File: src/hdl/psgd_pkg.sv
`timescale 1ns / 1ps

package psgd_pkg;

   // Depth of the sample history ring and the width of its pointer.
   localparam int RING_DEPTH = 4;
   localparam int PTR_W      = (RING_DEPTH > 1) ? $clog2(RING_DEPTH) : 1;

   // Widths of the payload and configuration fields.
   localparam int PROX_W   = 8;
   localparam int TIME_W   = 32;
   localparam int HOLD_W   = 16;
   localparam int COLOR_W  = 24;
   localparam int CSR_IDX_W = 3;
   localparam int CSR_DAT_W = 16;

   // Configuration register indexes.
   typedef enum logic [CSR_IDX_W-1:0] {
      CSR_PRESENCE_THRESHOLD = 3'd0,
      CSR_SETTLE_TIME_MS     = 3'd1,
      CSR_SWIPE_DELTA        = 3'd2,
      CSR_SWIPE_HOLD_MS      = 3'd3,
      CSR_BRIGHTNESS_SCALE   = 3'd4
   } csr_index_type;

   // Reset values of the configuration registers.
   localparam logic [PROX_W-1:0] RST_PRESENCE_THRESHOLD = 8'd10;
   localparam logic [HOLD_W-1:0] RST_SETTLE_TIME_MS     = 16'd100;
   localparam logic [PROX_W-1:0] RST_SWIPE_DELTA        = 8'd60;
   localparam logic [HOLD_W-1:0] RST_SWIPE_HOLD_MS      = 16'd200;
   localparam logic [PROX_W-1:0] RST_BRIGHTNESS_SCALE   = 8'd20;

   // Gesture states.
   typedef enum logic [1:0] {
      ST_IDLE    = 2'd0,
      ST_HAND    = 2'd1,
      ST_TOWARDS = 2'd2,
      ST_AWAY    = 2'd3
   } gesture_state_type;

   // LED colors shown for each state.
   localparam logic [COLOR_W-1:0] COLOR_IDLE    = 24'h000000;
   localparam logic [COLOR_W-1:0] COLOR_HAND    = 24'h800080;
   localparam logic [COLOR_W-1:0] COLOR_TOWARDS = 24'hFF8000;
   localparam logic [COLOR_W-1:0] COLOR_AWAY    = 24'h00FF00;

   // Color lookup for a state.
   function automatic logic [COLOR_W-1:0] color_of_state(input gesture_state_type st);
      logic [COLOR_W-1:0] color;
      unique case (st)
         ST_IDLE:    color = COLOR_IDLE;
         ST_HAND:    color = COLOR_HAND;
         ST_TOWARDS: color = COLOR_TOWARDS;
         ST_AWAY:    color = COLOR_AWAY;
         default:    color = COLOR_IDLE;
      endcase
      return color;
   endfunction

endpackage

File: src/hdl/proximity_swipe_gesture_detector_core.sv
`timescale 1ns / 1ps

// Proximity swipe gesture detector. Each request beat carries one 8-bit proximity
// sample and a millisecond timestamp; each one yields exactly one response beat with
// the new gesture state, a change flag, the LED color of the state held before that
// sample and a brightness scaled from that sample. A beat is held in the input
// register, then the state update and the 8x8 brightness product are formed
// combinationally and land in the response register; throughput is one beat per
// cycle while the response side keeps up.
// Configuration writes are always accepted (csr_ready is tied high); indexes above 4
// are ignored, and registers should only be written while no beat is in flight.
// Elapsed time wraps modulo 2^32, so a timestamp that runs backwards reads as a long
// wait. The sample ring starts at zeros after reset, and those zeros take part in the
// first swipe comparisons.
module proximity_swipe_gesture_detector_core (
   input  logic                              clock,
   input  logic                              reset,
   // Request channel
   input  logic                              req_valid,
   output logic                              req_stall,
   input  logic [psgd_pkg::PROX_W-1:0]       req_proximity,
   input  logic [psgd_pkg::TIME_W-1:0]       req_now_ms,
   // Response channel
   output logic                              rsp_valid,
   input  logic                              rsp_stall,
   output logic [1:0]                        rsp_gesture_state,
   output logic                              rsp_state_changed,
   output logic [psgd_pkg::COLOR_W-1:0]      rsp_led_color,
   output logic [psgd_pkg::PROX_W-1:0]       rsp_led_brightness,
   // Configuration write channel
   input  logic                              csr_valid,
   output logic                              csr_ready,
   input  logic [psgd_pkg::CSR_IDX_W-1:0]    csr_index,
   input  logic [psgd_pkg::CSR_DAT_W-1:0]    csr_wdata
);

   import psgd_pkg::*;

   // Configuration registers.
   logic [PROX_W-1:0] presence_threshold_ff;
   logic [HOLD_W-1:0] settle_time_ms_ff;
   logic [PROX_W-1:0] swipe_delta_ff;
   logic [HOLD_W-1:0] swipe_hold_ms_ff;
   logic [PROX_W-1:0] brightness_scale_ff;

   // Input register.
   logic              in_valid_ff;
   logic [PROX_W-1:0] in_prox_ff;
   logic [TIME_W-1:0] in_now_ff;

   // Detector state.
   gesture_state_type mode_ff, mode_in;
   logic [TIME_W-1:0] entry_time_ff, entry_time_in;
   logic [PROX_W-1:0] ring_ff [RING_DEPTH];
   logic [PTR_W-1:0]  ptr_ff, ptr_in;

   // Response register.
   logic               out_valid_ff;
   logic [1:0]         out_state_ff;
   logic               out_changed_ff;
   logic [COLOR_W-1:0] out_color_ff;
   logic [PROX_W-1:0]  out_bright_ff;

   // Datapath signals.
   logic                  out_free;
   logic                  advance;
   logic                  present;
   logic [PROX_W-1:0]     oldest;
   logic [PROX_W:0]       oldest_plus;
   logic [PROX_W:0]       newest_plus;
   logic [TIME_W-1:0]     elapsed;
   logic                  settled;
   logic                  hold_done;
   logic [2*PROX_W-1:0]   product;

   // Handshake control: the input register drains whenever the response slot frees.
   assign out_free  = !out_valid_ff || !rsp_stall;
   assign advance   = in_valid_ff && out_free;
   assign req_stall = in_valid_ff && !out_free;
   assign csr_ready = 1'b1;

   // Configuration writes.
   always_ff @(posedge clock) begin
      if (reset) begin
         presence_threshold_ff <= RST_PRESENCE_THRESHOLD;
         settle_time_ms_ff     <= RST_SETTLE_TIME_MS;
         swipe_delta_ff        <= RST_SWIPE_DELTA;
         swipe_hold_ms_ff      <= RST_SWIPE_HOLD_MS;
         brightness_scale_ff   <= RST_BRIGHTNESS_SCALE;
      end else if (csr_valid && csr_ready) begin
         unique case (csr_index)
            CSR_PRESENCE_THRESHOLD: presence_threshold_ff <= csr_wdata[PROX_W-1:0];
            CSR_SETTLE_TIME_MS:     settle_time_ms_ff     <= csr_wdata[HOLD_W-1:0];
            CSR_SWIPE_DELTA:        swipe_delta_ff        <= csr_wdata[PROX_W-1:0];
            CSR_SWIPE_HOLD_MS:      swipe_hold_ms_ff      <= csr_wdata[HOLD_W-1:0];
            CSR_BRIGHTNESS_SCALE:   brightness_scale_ff   <= csr_wdata[PROX_W-1:0];
            default: ;
         endcase
      end
   end

   // Input register captures a beat whenever it is empty or draining.
   always_ff @(posedge clock) begin
      if (reset) begin
         in_valid_ff <= 1'b0;
      end else if (!req_stall) begin
         in_valid_ff <= req_valid;
      end
   end

   always_ff @(posedge clock) begin
      if (!req_stall && req_valid) begin
         in_prox_ff <= req_proximity;
         in_now_ff  <= req_now_ms;
      end
   end

   // Ring pointer advance; the oldest sample is the entry after the one being written.
   assign ptr_in = (ptr_ff == PTR_W'(RING_DEPTH - 1)) ? '0 : ptr_ff + PTR_W'(1);
   assign oldest = ring_ff[ptr_in];

   // Comparisons for presence, elapsed time and swipe direction.
   assign present     = in_prox_ff > presence_threshold_ff;
   assign elapsed     = in_now_ff - entry_time_ff;
   assign settled     = elapsed >= {{(TIME_W-HOLD_W){1'b0}}, settle_time_ms_ff};
   assign hold_done   = elapsed >= {{(TIME_W-HOLD_W){1'b0}}, swipe_hold_ms_ff};
   assign oldest_plus = {1'b0, oldest} + {1'b0, swipe_delta_ff};
   assign newest_plus = {1'b0, in_prox_ff} + {1'b0, swipe_delta_ff};
   assign product     = {{PROX_W{1'b0}}, in_prox_ff} * {{PROX_W{1'b0}}, brightness_scale_ff};

   // Next state and entry time.
   always_comb begin
      mode_in       = mode_ff;
      entry_time_in = entry_time_ff;
      unique case (mode_ff)
         ST_IDLE: begin
            if (present) begin
               mode_in       = ST_HAND;
               entry_time_in = in_now_ff;
            end
         end
         ST_HAND: begin
            if (!present) begin
               mode_in = ST_IDLE;
            end else if (settled) begin
               if ({1'b0, in_prox_ff} > oldest_plus) begin
                  mode_in       = ST_TOWARDS;
                  entry_time_in = in_now_ff;
               end else if (newest_plus < {1'b0, oldest}) begin
                  // A swipe away needs oldest - delta to stay non-negative.
                  mode_in       = ST_AWAY;
                  entry_time_in = in_now_ff;
               end
            end
         end
         ST_TOWARDS, ST_AWAY: begin
            if (!present) begin
               mode_in = ST_IDLE;
            end else if (hold_done) begin
               mode_in       = ST_HAND;
               entry_time_in = in_now_ff;
            end
         end
         default: mode_in = ST_IDLE;
      endcase
   end

   // State register, pointer and entry time step once per beat.
   always_ff @(posedge clock) begin
      if (reset) begin
         mode_ff       <= ST_IDLE;
         entry_time_ff <= '0;
         ptr_ff        <= '0;
      end else if (advance) begin
         mode_ff       <= mode_in;
         entry_time_ff <= entry_time_in;
         ptr_ff        <= ptr_in;
      end
   end

   // Sample ring, cleared at reset.
   always_ff @(posedge clock) begin
      if (reset) begin
         for (int i = 0; i < RING_DEPTH; i++) begin
            ring_ff[i] <= '0;
         end
      end else if (advance) begin
         ring_ff[ptr_ff] <= in_prox_ff;
      end
   end

   // Response register.
   always_ff @(posedge clock) begin
      if (reset) begin
         out_valid_ff <= 1'b0;
      end else if (out_free) begin
         out_valid_ff <= in_valid_ff;
      end
   end

   always_ff @(posedge clock) begin
      if (advance) begin
         out_state_ff   <= mode_in;
         out_changed_ff <= (mode_in != mode_ff);
         out_color_ff   <= color_of_state(mode_ff);
         out_bright_ff  <= product[2*PROX_W-1:PROX_W];
      end
   end

   assign rsp_valid          = out_valid_ff;
   assign rsp_gesture_state  = out_state_ff;
   assign rsp_state_changed  = out_changed_ff;
   assign rsp_led_color      = out_color_ff;
   assign rsp_led_brightness = out_bright_ff;

   // The request side only stalls while a finished beat is held on the response side.
   a_stall_cause: assert property (@(posedge clock) disable iff (reset)
      req_stall |-> (rsp_valid && rsp_stall))
      else $error("request stalled without a held response");

   // Detector state moves only when a beat passes into the response register.
   a_state_hold: assert property (@(posedge clock) disable iff (reset)
      !advance |=> ($stable(mode_ff) && $stable(ptr_ff) && $stable(entry_time_ff)))
      else $error("detector state changed without a beat");

   // A swipe is only entered from hand present, so its color must be the hand color.
   a_swipe_origin: assert property (@(posedge clock) disable iff (reset)
      (rsp_valid && rsp_state_changed &&
       (rsp_gesture_state == ST_TOWARDS || rsp_gesture_state == ST_AWAY))
      |-> (rsp_led_color == COLOR_HAND))
      else $error("swipe entered from a state other than hand present");

   // A response beat always reports the state the detector now holds.
   a_state_report: assert property (@(posedge clock) disable iff (reset)
      advance |=> (rsp_valid && rsp_gesture_state == mode_ff))
      else $error("response state differs from detector state");

endmodule
File: config.mk
export PLATFORM = sky130hd
export DESIGN_NAME = proximity_swipe_gesture_detector_core
export DESIGN_NICKNAME = d
export VERILOG_FILES = /design/src/hdl/psgd_pkg.sv /design/src/hdl/proximity_swipe_gesture_detector_core.sv
export SDC_FILE = /design/constraint.sdc
export NUM_CORES = 1
export LEC_CHECK = 0
export BUFFER_PORTS_ARGS = -buffer_cell sky130_fd_sc_hd__buf_2
export CAP_MARGIN = 15
export CORE_AREA = 2 2 150 152
export DETAILED_ROUTE_END_ITERATION = 8
export DIE_AREA = 0 0 152 154
export HOLD_SLACK_MARGIN = 0.06
export PLACE_DENSITY = 0.86
export SETUP_SLACK_MARGIN = 0.2
export SKIP_CTS_REPAIR_TIMING = 1
export SKIP_LAST_GASP = 1
export SYNTH_ARGS = -nofsm -noshare
export SYNTH_HDL_FRONTEND = slang
export SYNTH_SLANG_ARGS = --single-unit
File: constraint.sdc
create_clock -name clock -period 6.86 [get_ports clock]
set_input_delay 0.343 -clock clock [delete_from_list [all_inputs] [get_ports clock]]
set_output_delay 0.343 -clock clock [all_outputs]
set_load 0.01 [all_outputs]
==> flow_metrics.py, run 1 <==
metrics = {
    "layout": {
        "seq_area_mm2": 0.00452,
        "nets": 1688,
        "area_delta_synth_final_pct": 8.28,
        "drive_above_1_share": 0.110,
        "multi_input_area_mm2": 0.00745,
        "finalCoreUtilization": 0.642,
        "fillers": 1681,
        "fin_cells": 1739,
    },
    "yosys": {
        "mappedNetlistArea_mm2": 0.0129,
        "muxShareOfSynthArea": 0.0422,
        "synth_top_cell_by_area": "edfxtp_1",
        "synthTopCellsByArea": "edfxtp_1 21%, dfxtp_1 15%, ha_1 14%, fa_1 5.9%, nand2_1 5.2%",
        "synthSimpleGateAreaFrac": 0.173,
        "synth_top_cells_by_count": "178 x nand2_1, 150 x inv_1, 143 x ha_1, 108 x a21oi_1, 94 x dfxtp_1",
        "ys_types": 73,
        "synth_edf_count": 88,
        "ys_ff_latch": 182,
        "synth-xor-area-share": 0.0252,
        "syn_avg_cell_area_um2": 9.23,
        "synth-compound-area-share": 0.136,
        "synth_top_family_by_area": "adder cells",
        "async_flop_share": 0,
        "synth_warnings": 0,
        "yosysTopAreaCellShare": 0.205,
        "seq_area_frac_synth": 0.352,
        "synth_ff_type": "dfxtp_1",
        "yosysMostFrequentCell": "nand2_1",
        "synthCells": 1394,
        "synth_fa_ha_area_frac": 0.198,
    },
    "cts": {
        "clock_latency_ns": 0.44,
        "clkTransAtPathRegs_ns": 0.07,
        "cts.sinks": 182,
        "ctsHtreeMaxLevel": 4,
        "cts_root_buf": "clkbuf_16",
        "cts_tree": "built",
        "clock_path_buffers": 2,
        "numCtsBuffers": 17,
    },
    "placement": {
        "gp_routability_congestion": 0.913,
        "dp.final_hpwl_mm": 21.0,
        "dp_cells": 1702,
        "port_buffers": 93,
    },
    "floorplanning": {
        "die_w_um": 152,
        "die_h_um": 154,
        "core_mm2": 0.0217,
        "start_util": 0.593,
        "placementRows": 54,
        "pin_count": 102,
        "die_area_mm2": 0.0234,
    },
    "detailed_routing": {
        "wl_met1_mm": 12.0,
        "drt_first_pass_iters": 5,
        "met2_length_mm": 13.6,
        "via_count": 10100,
        "antenna_left": 0,
        "vias_per_cell": 5.83,
        "drc": 0,
        "drt_iter0_markers": 720,
        "met3_length_mm": 1.75,
        "drt-total-wl_mm": 28.4,
        "top_layer_used": "met4",
        "routedWlPerCell_um": 16.3,
    },
    "critical_path": {
        "arrival_ns": 5.54,
        "end_kind": "flip-flop",
        "crit_required_ns": 7.14,
        "crit_path_start_kind": "flip-flop",
        "r2r-start": "ptr_ff[0]",
        "crit_path_cell_trace": "ha_1, nor2_4, mux4_2, ha_1, a21o_1, a21o_1, a21o_1, a21o_1, a21oi_1, o21bai_1, xnor2_1, ha_1, nand2_1, nor3_1, nor2_1, o311a_1, nor2_1, o32a_1, a211oi_4, buf_4, mux2i_1, nor2_1",
        "critPathLaunch": "ptr_ff[0]",
        "worst_path_largest_cell_delay_ns": 0.61,
        "worstSetupPathType": "reg -> reg",
        "crit_fanout": 32,
        "cp_common_cell": "a21o_1",
        "slowest_stage": "mux4_2",
    },
    "sta": {
        "slew_headroom": 0.238,
        "period_needed_ns": 5.25,
        "fmax_mhz": 190,
        "finalHoldViolations": 0,
        "drv_slew": 0,
        "fin_crit_sh": 0.766,
        "setup_violations": 0,
        "tightest_slew_ns": 1.13,
        "grt_setup_unrepaired": "no",
        "finalClockSkew_ns": 0.00998,
        "hold-worst-slack_ns": 0.0737,
        "setup_tns_ns": 0,
    },
    "global_route": {
        "grt_pass1_wl_mm": 47.0,
        "grt_pass1_vias": 9803,
        "grt_max_degree": 104,
        "grt_antenna_before_repair": 3,
        "grt_overflow_total": 0,
        "grt_usage": 0.245,
    },
    "pwr": {
        "peakVddDrop_uv": 180,
        "power.density_mw_per_mm2": 215,
        "p_leak_nw": 6.00,
    },
    "outcome": {
        "outcome": "finished clean",
    },
    "min_path": {
        "hold_start": "req_proximity[0]",
        "hold_path_class": "in -> reg",
    },
    "job": {
        "timing.max_cap.violations": 0,
    },
}
metal layers:
metal  track usage  vias up
met4         0.104        0
met1         0.315     4784
met5             0        -
met2         0.412      394
li1              -     4886
met3        0.0403       79
cell usage in the layout (no fill, tap or decap), drive strengths merged, types with 6 or more instances in the layout:
master,netlist,layout
nor2b,11,11
clkbuf,45,23
nand4,11,11
edfxtp,88,88
dfxtp,94,94
inv,150,151
mux4,8,8
nand3,15,15
and2,70,70
nor4,10,10
mux2i,34,34
o21bai,10,10
fa,38,38
o21ai,31,31
a21o,32,32
nand3b,12,12
ha,143,143
xnor2,31,31
a211oi,16,16
o211ai,12,12
a21oi,109,109
o21a,14,14
nor3,15,15
a31oi,8,8
or2,7,7
nand2,178,178
conb,2,8
nand2b,9,9
buf,29,97
nor2,85,85
xor2,6,6
and3,13,13
final cells by class:
type	count	share of cell area
antenna	3	0.000539
clock buffer	22	0.0326
clock inverter	10	0.00539
inverter	150	0.0404
multi-input combinational	994	0.534
sequential	182	0.325
tap	280	0.0251
timing repair buffer	98	0.0368
through the flow:
stage / area (µm²) / total power, mW / worst slack, ns
after floorplan: 12900 / 1.91 / 2.10
after global placement: 13400 / 2.07 / 1.77
after detailed placement: 13400 / 2.11 / 1.62
after CTS: 13900 / 3.00 / 1.61
after global routing: 13900 / 3.17 / 1.23
final: 13900 / 3.00 / 1.61
critical path, delay by kind of cell, from the launching register on:
| family | cells | cell delay, ns |
|---|---|---|
| AOI/OAI and AO/OA | 9 | 1.70 |
| muxes | 2 | 0.88 |
| adders and majority gates | 3 | 0.85 |
| and+or+nand+nor | 6 | 0.63 |
| buffers and inverters | 1 | 0.47 |
| DFF | 1 | 0.38 |
| xor gates and xnor gates | 1 | 0.13 |
state kept, by name, summed over array words and instances (netlist names), 5 cells and up:
signal,count
rsp_led_color,5
presence_threshold_ff,8
in_now_ff,32
ring_ff,32
rsp_led_brightness,8
in_prox_ff,8
swipe_delta_ff,8
entry_time_ff,32
settle_time_ms_ff,16
brightness_scale_ff,8
swipe_hold_ms_ff,16
cells by family after synthesis:
kind of cell | Yosys count
AND/OR/NAND/NOR | 451
adder cells (fa/ha/maj) | 181
flip-flops | 182
multiplexers | 44
buffers and inverters | 224
AO/OA/AOI/OAI | 273
XOR/XNOR | 37
other | 2
power breakdown:
part	switching [mW]	total (mW)	internal [mW]
combinational	0.489	0.850	0.362
clock	0.425	0.899	0.474
sequential	0.0465	1.25	1.20
path summary, 6_finish.rpt:
check	to	slack (ns)	depth (start not counted)
max	entry_time_ff[14]	1.61	22
min	in_prox_ff[0]	0.07	1
max reg2reg	entry_time_ff[14]	1.61	22
min reg2reg	swipe_hold_ms_ff[9]	0.46	2
Note: power is estimated with default switching activity, not from simulation.
==> inputs of run 2 (changes only) <==
==> constraint.sdc (replaced) <==
create_clock -name clock -period 4.93 [get_ports clock]
set_input_delay 0.2465 -clock clock [delete_from_list [all_inputs] [get_ports clock]]
set_output_delay 0.2465 -clock clock [all_outputs]
set_load 0.01 [all_outputs]
==> flow_metrics.py, run 2 (synthesis gave the netlist of run 1 again) <==
metrics = {
    "pwr": {
        "peakVddDrop_uv": 238,
        "power.density_mw_per_mm2": 301,
        "p_total_mw": 4.50,
        "p_leak_nw": 6.43,
    },
    "critical_path": {
        "crit_path_start_kind": "flip-flop",
        "crit_required_ns": 5.22,
        "crit_fanout": 8,
        "arrival_ns": 5.06,
        "ff2ff_setup_slack_ns": 0.17,
        "worstSetupPathType": "reg -> reg",
        "r2r-start": "ptr_ff[1]",
        "end_kind": "flip-flop",
        "r2r-end": "entry_time_ff[25]",
        "r2r_cells": 22,
    },
    "global_route": {
        "grt_antenna_before_repair": 2,
        "grt_max_degree": 71,
        "grt_pass1_vias": 9937,
        "grt_overflow_total": 0,
        "grt_usage": 0.251,
        "grt_pass1_wl_mm": 48.2,
    },
    "floorplanning": {
        "die_w_um": 152,
        "core_mm2": 0.0217,
        "die_area_mm2": 0.0234,
        "placementRows": 54,
        "die_h_um": 154,
        "start_util": 0.593,
        "pin_count": 102,
    },
    "detailed_routing": {
        "routedWlPerCell_um": 17.2,
        "vias_per_cell": 5.81,
        "antenna_left": 0,
        "drt-total-wl_mm": 31.3,
        "via_count": 10500,
        "drt_first_pass_iters": 5,
        "drc": 0,
        "drt_iter0_markers": 918,
    },
    "sta": {
        "tightest_slew_ns": 0.911,
        "layout_setup_ws_ns": 0.167,
        "grt_setup_unrepaired": "yes",
        "finalHoldViolations": 0,
        "fin_crit_sh": 0.966,
        "finalClockSkew_ns": 0.0135,
        "fmax_mhz": 210,
        "drv_slew": 0,
        "setup_violations": 0,
        "period_needed_ns": 4.76,
        "slew_headroom": 0.383,
    },
    "cts": {
        "clock_path_buffers": 2,
        "clock_latency_ns": 0.44,
        "clkTransAtPathRegs_ns": 0.08,
        "numCtsBuffers": 17,
        "ctsHtreeMaxLevel": 4,
        "cts_tree": "built",
        "cts.sinks": 182,
        "cts_root_buf": "clkbuf_16",
    },
    "placement": {
        "port_buffers": 93,
        "place_ws_ns": 0.0381,
        "gp_routability_congestion": 0.929,
        "dpl_cell_area_mm2": 0.0135,
        "dp.final_hpwl_mm": 21.5,
        "dp_cells": 1724,
    },
    "layout": {
        "most-common-layout-cells": "176 x nand2_1, 150 x inv_1, 139 x ha_1",
        "nets": 1764,
        "reg_top3": "entry_time_ff (32), in_now_ff (32), ring_ff (32)",
        "final_common_cell": "nand2_1",
        "fin_cells": 1814,
        "multi_input_area_mm2": 0.00762,
        "area_delta_synth_final_pct": 16.0,
        "fillers": 1479,
        "finalCoreUtilization": 0.688,
        "final_cell_area_mm2": 0.0149,
        "drive_above_1_share": 0.149,
        "seq_area_mm2": 0.00453,
    },
    "min_path": {
        "hold_start": "req_valid",
        "hold_path_class": "in -> reg",
        "min_to": "in_valid_ff",
        "worstHoldPathCells": 3,
    },
    "job": {
        "timing.max_cap.violations": 0,
    },
    "outcome": {
        "outcome": "finished clean",
    },
}
-- run 2: cell types whose count changed in the layout (fill, tap and decap cells not counted), sizes merged --
cell,previous run,this run
bufinv,0,1
clkinvlp,4,0
buf,97,132
diode,3,2
dlygate4sd3,0,40
clkbuf,23,19
inv,151,159
-- run 2: cell type report --
cell class              instances  area share
clock buffers                  17      0.0285
inverters                     150      0.0377
multi-input cells             994       0.511
repair buffers                174      0.0834
flip-flops and latches        182       0.304
diodes                          2    0.000335
clock inverters                15      0.0120
well taps                     280      0.0235
-- run 2: through the flow --
| stage | hold slack [ns] | TNS (ns) |
|---|---|---|
| 2_1_floorplan | 0.345 | 0 |
| 4_1_cts | -0.0308 | 0 |
| 3_3_place_gp | 0.422 | 0 |
| 5_1_grt | 0.0850 | -0.0272 |
| 6_report | 0.0583 | 0 |
| 3_5_place_dp | 0.425 | 0 |
-- run 2: layer usage --
metal,track usage,vias up,routed length [µm]
met3,0.0459,112,2280
li1,-,5026,-
met1,0.321,4933,12800
met2,0.414,474,14800
met4,0.123,0,1420
met5,0,-,0
-- run 2: how the worst max path moves through the flow --
stage | from | endpoint | slack [ns]
2_1_floorplan | ptr_ff[0] | entry_time_ff[2] | 0.19
3_3_place_gp | in_now_ff[1] | rsp_gesture_state[0] | 0.17
3_5_place_dp | ptr_ff[1] | entry_time_ff[10] | 0.04
4_1_cts | ptr_ff[1] | entry_time_ff[10] | 0.03
5_1_grt | ptr_ff[1] | entry_time_ff[25] | -0.03
6_report | ptr_ff[1] | entry_time_ff[25] | 0.17
-- run 2: worst max-delay path, stage by stage, from the launching register on --
cell	delay (ns)
dfxtp_4	0.37
ha_4	0.16
nor2_4	0.16
mux4_2	0.58
ha_4	0.23
a21o_1	0.15
a21o_1	0.17
a21o_1	0.16
a21o_1	0.18
buf_4	0.14
xnor2_2	0.13
ha_1	0.31
nand2_2	0.06
o21bai_4	0.17
a21oi_2	0.14
o311a_1	0.21
nor2_1	0.07
o32a_1	0.37
a211oi_4	0.21
buf_6	0.17
clkbuf_16	0.18
mux2i_1	0.25
nor2_1	0.07
-- run 2: where the power goes --
group / internal (mW) / switching, mW / total (mW)
sequential: 1.67 / 0.0518 / 1.73
combinational: 0.596 / 0.769 / 1.37
clock: 0.732 / 0.674 / 1.41
==> inputs of run 3 (changes only) <==
--- a/config.mk
+++ b/config.mk
@@ -11,7 +11,7 @@
 export DETAILED_ROUTE_END_ITERATION = 8
 export DIE_AREA = 0 0 152 154
 export HOLD_SLACK_MARGIN = 0.06
-export PLACE_DENSITY = 0.86
+export PLACE_DENSITY = 0.84
 export SETUP_SLACK_MARGIN = 0.2
 export SKIP_CTS_REPAIR_TIMING = 1
 export SKIP_LAST_GASP = 1
==> flow_metrics.py, run 3 (synthesis gave the netlist of run 1 again) <==
metrics = {
    "pwr": {
        "seq_power_share": 0.389,
        "combPwrFrac": 0.302,
        "switchingPower_mw": 1.47,
        "p_sw_frac": 0.331,
        "internal-power_mw": 2.97,
        "power.density_mw_per_mm2": 300,
        "clock_power_share": 0.309,
        "p_leak_nw": 6.39,
        "peakVddDrop_uv": 204,
    },
    "sta": {
        "fmax_mhz": 212,
        "finalClockSkew_ns": 0.0152,
        "layout_setup_ws_ns": 0.212,
        "finalHoldViolations": 0,
        "period_needed_ns": 4.72,
        "fin_crit_sh": 0.957,
        "setup_violations": 0,
        "slew_headroom": 0.268,
        "drv_slew": 0,
        "grt_setup_unrepaired": "yes",
        "tightest_slew_ns": 1.10,
    },
    "cts": {
        "clkTransAtPathRegs_ns": 0.07,
        "clock_latency_ns": 0.44,
        "cts.sinks": 182,
        "ctsHtreeMaxLevel": 4,
        "numCtsBuffers": 17,
        "cts_root_buf": "clkbuf_16",
        "cts_tree": "built",
        "clock_path_buffers": 2,
    },
    "floorplanning": {
        "die_w_um": 152,
        "die_h_um": 154,
        "core_mm2": 0.0217,
        "start_util": 0.593,
        "placementRows": 54,
        "pin_count": 102,
        "die_area_mm2": 0.0234,
    },
    "detailed_routing": {
        "drc": 0,
        "drt_iter0_markers": 862,
        "drt_first_pass_iters": 5,
        "routedWlPerCell_um": 17.2,
        "drt-total-wl_mm": 31.0,
        "antenna_left": 0,
        "vias_per_cell": 5.78,
        "via_count": 10500,
    },
    "global_route": {
        "grt_usage": 0.251,
        "grt_overflow_total": 0,
        "grt_pass1_vias": 9853,
        "grt_pass1_wl_mm": 47.9,
        "grt_max_degree": 103,
        "grt_antenna_before_repair": 2,
    },
    "layout": {
        "fillers": 1606,
        "finalCoreUtilization": 0.683,
        "reg_top3": "entry_time_ff (32), in_now_ff (32), ring_ff (32)",
        "area_delta_synth_final_pct": 15.1,
        "multi_input_area_mm2": 0.00759,
        "final_common_cell": "nand2_1",
        "seq_area_mm2": 0.00453,
        "nets": 1758,
        "most-common-layout-cells": "177 x nand2_1, 150 x inv_1, 139 x ha_1",
        "drive_above_1_share": 0.140,
    },
    "critical_path": {
        "slowest_stage": "a2111oi_1",
        "cp_top_family": "compound AO/OA/AOI/OAI gates",
        "critPathBufInv": 4,
        "crit_required_ns": 5.21,
        "arrival_ns": 5.00,
        "worst_path_largest_cell_delay_ns": 0.43,
        "end_kind": "flip-flop",
        "worstSetupPathType": "reg -> reg",
        "crit_path_start_kind": "flip-flop",
        "crit_path_cell_trace": "inv_1, ha_1, nor2b_2, o2111a_1, nor2_2, o21a_1, o21ai_4, a31oi_4, o21bai_1, a21oi_1, xnor2_1, ha_1, a2111oi_1, nand3_1, a31o_2, a31o_2, nor4_4, buf_4, a211oi_4, buf_6, clkbuf_16, mux2i_1, nor2_1",
        "crit_fanout": 8,
    },
    "min_path": {
        "hold_path_class": "in -> reg",
    },
    "placement": {
        "dp.final_hpwl_mm": 21.5,
        "place_ws_ns": 0.0972,
        "gp_routability_congestion": 0.933,
        "port_buffers": 93,
    },
    "job": {
        "timing.max_cap.violations": 0,
    },
    "outcome": {
        "outcome": "finished clean",
    },
}
==> run 3: layout make-up <==
cell class	instances	area share
multi-input combinational	994	0.513
sequential	182	0.306
timing repair buffer	168	0.0809
inverter	150	0.0380
clock buffer	17	0.0287
tap	280	0.0237
clock inverter	15	0.00972
antenna	2	0.000338
==> run 3: routing by layer <==
metal  up-vias  track usage  wire [µm]  part of all wire
li1       5014            -          -                 -
met4         0        0.107       1050             0.034
met3        71       0.0392       1920             0.062
met2       409        0.418      15000              0.48
met5         -            0          0                 0
met1      4956        0.326      13000              0.42
==> run 3: power groups by stage <==
stage / Sequential (mW) / Combinational (mW) / Clock (mW)
floorplan: 1.75 / 0.911 / 0
global placement: 1.76 / 1.14 / 0
detailed placement: 1.76 / 1.19 / 0
finish: 1.73 / 1.34 / 1.37
CTS: 1.73 / 1.20 / 1.38
global route: 1.74 / 1.49 / 1.44
==> run 3: final timing paths <==
check,start,end,slack [ns],cells after the start
max,entry_time_ff[1],entry_time_ff[24],0.21,23
min,req_valid,in_valid_ff,0.04,3
max reg2reg,entry_time_ff[1],entry_time_ff[24],0.21,23
min reg2reg,swipe_hold_ms_ff[9],swipe_hold_ms_ff[9],0.45,2
==> run 3: per-stage QoR <==
| stage | cell area (µm²) | power [mW] | std cells | hold slack (ns) | TNS (ns) |
|---|---|---|---|---|---|
| 6_report | 14800 | 4.44 | 1808 | 0.0425 | 0 |
| 5_1_grt | 14800 | 4.67 | 1808 | 0.0666 | -0.00455 |
| 4_1_cts | 14100 | 4.31 | 1749 | -0.0330 | 0 |
| 3_5_place_dp | 13500 | 2.95 | 1717 | 0.425 | 0 |
| 3_3_place_gp | 13500 | 2.90 | 1717 | 0.422 | 0 |
| 2_1_floorplan | 12900 | 2.66 | 1400 | 0.345 | 0 |
==> run 3: worst register-to-register path: cells and delay by family, from the launching register on <==
family	cells	cell delay [ns]
mux	1	0.16
xor+xnor	1	0.13
fa+ha+maj	2	0.54
compound gates	10	2.07
flops	1	0.38
buf+inv	4	0.62
simple gates	5	0.65
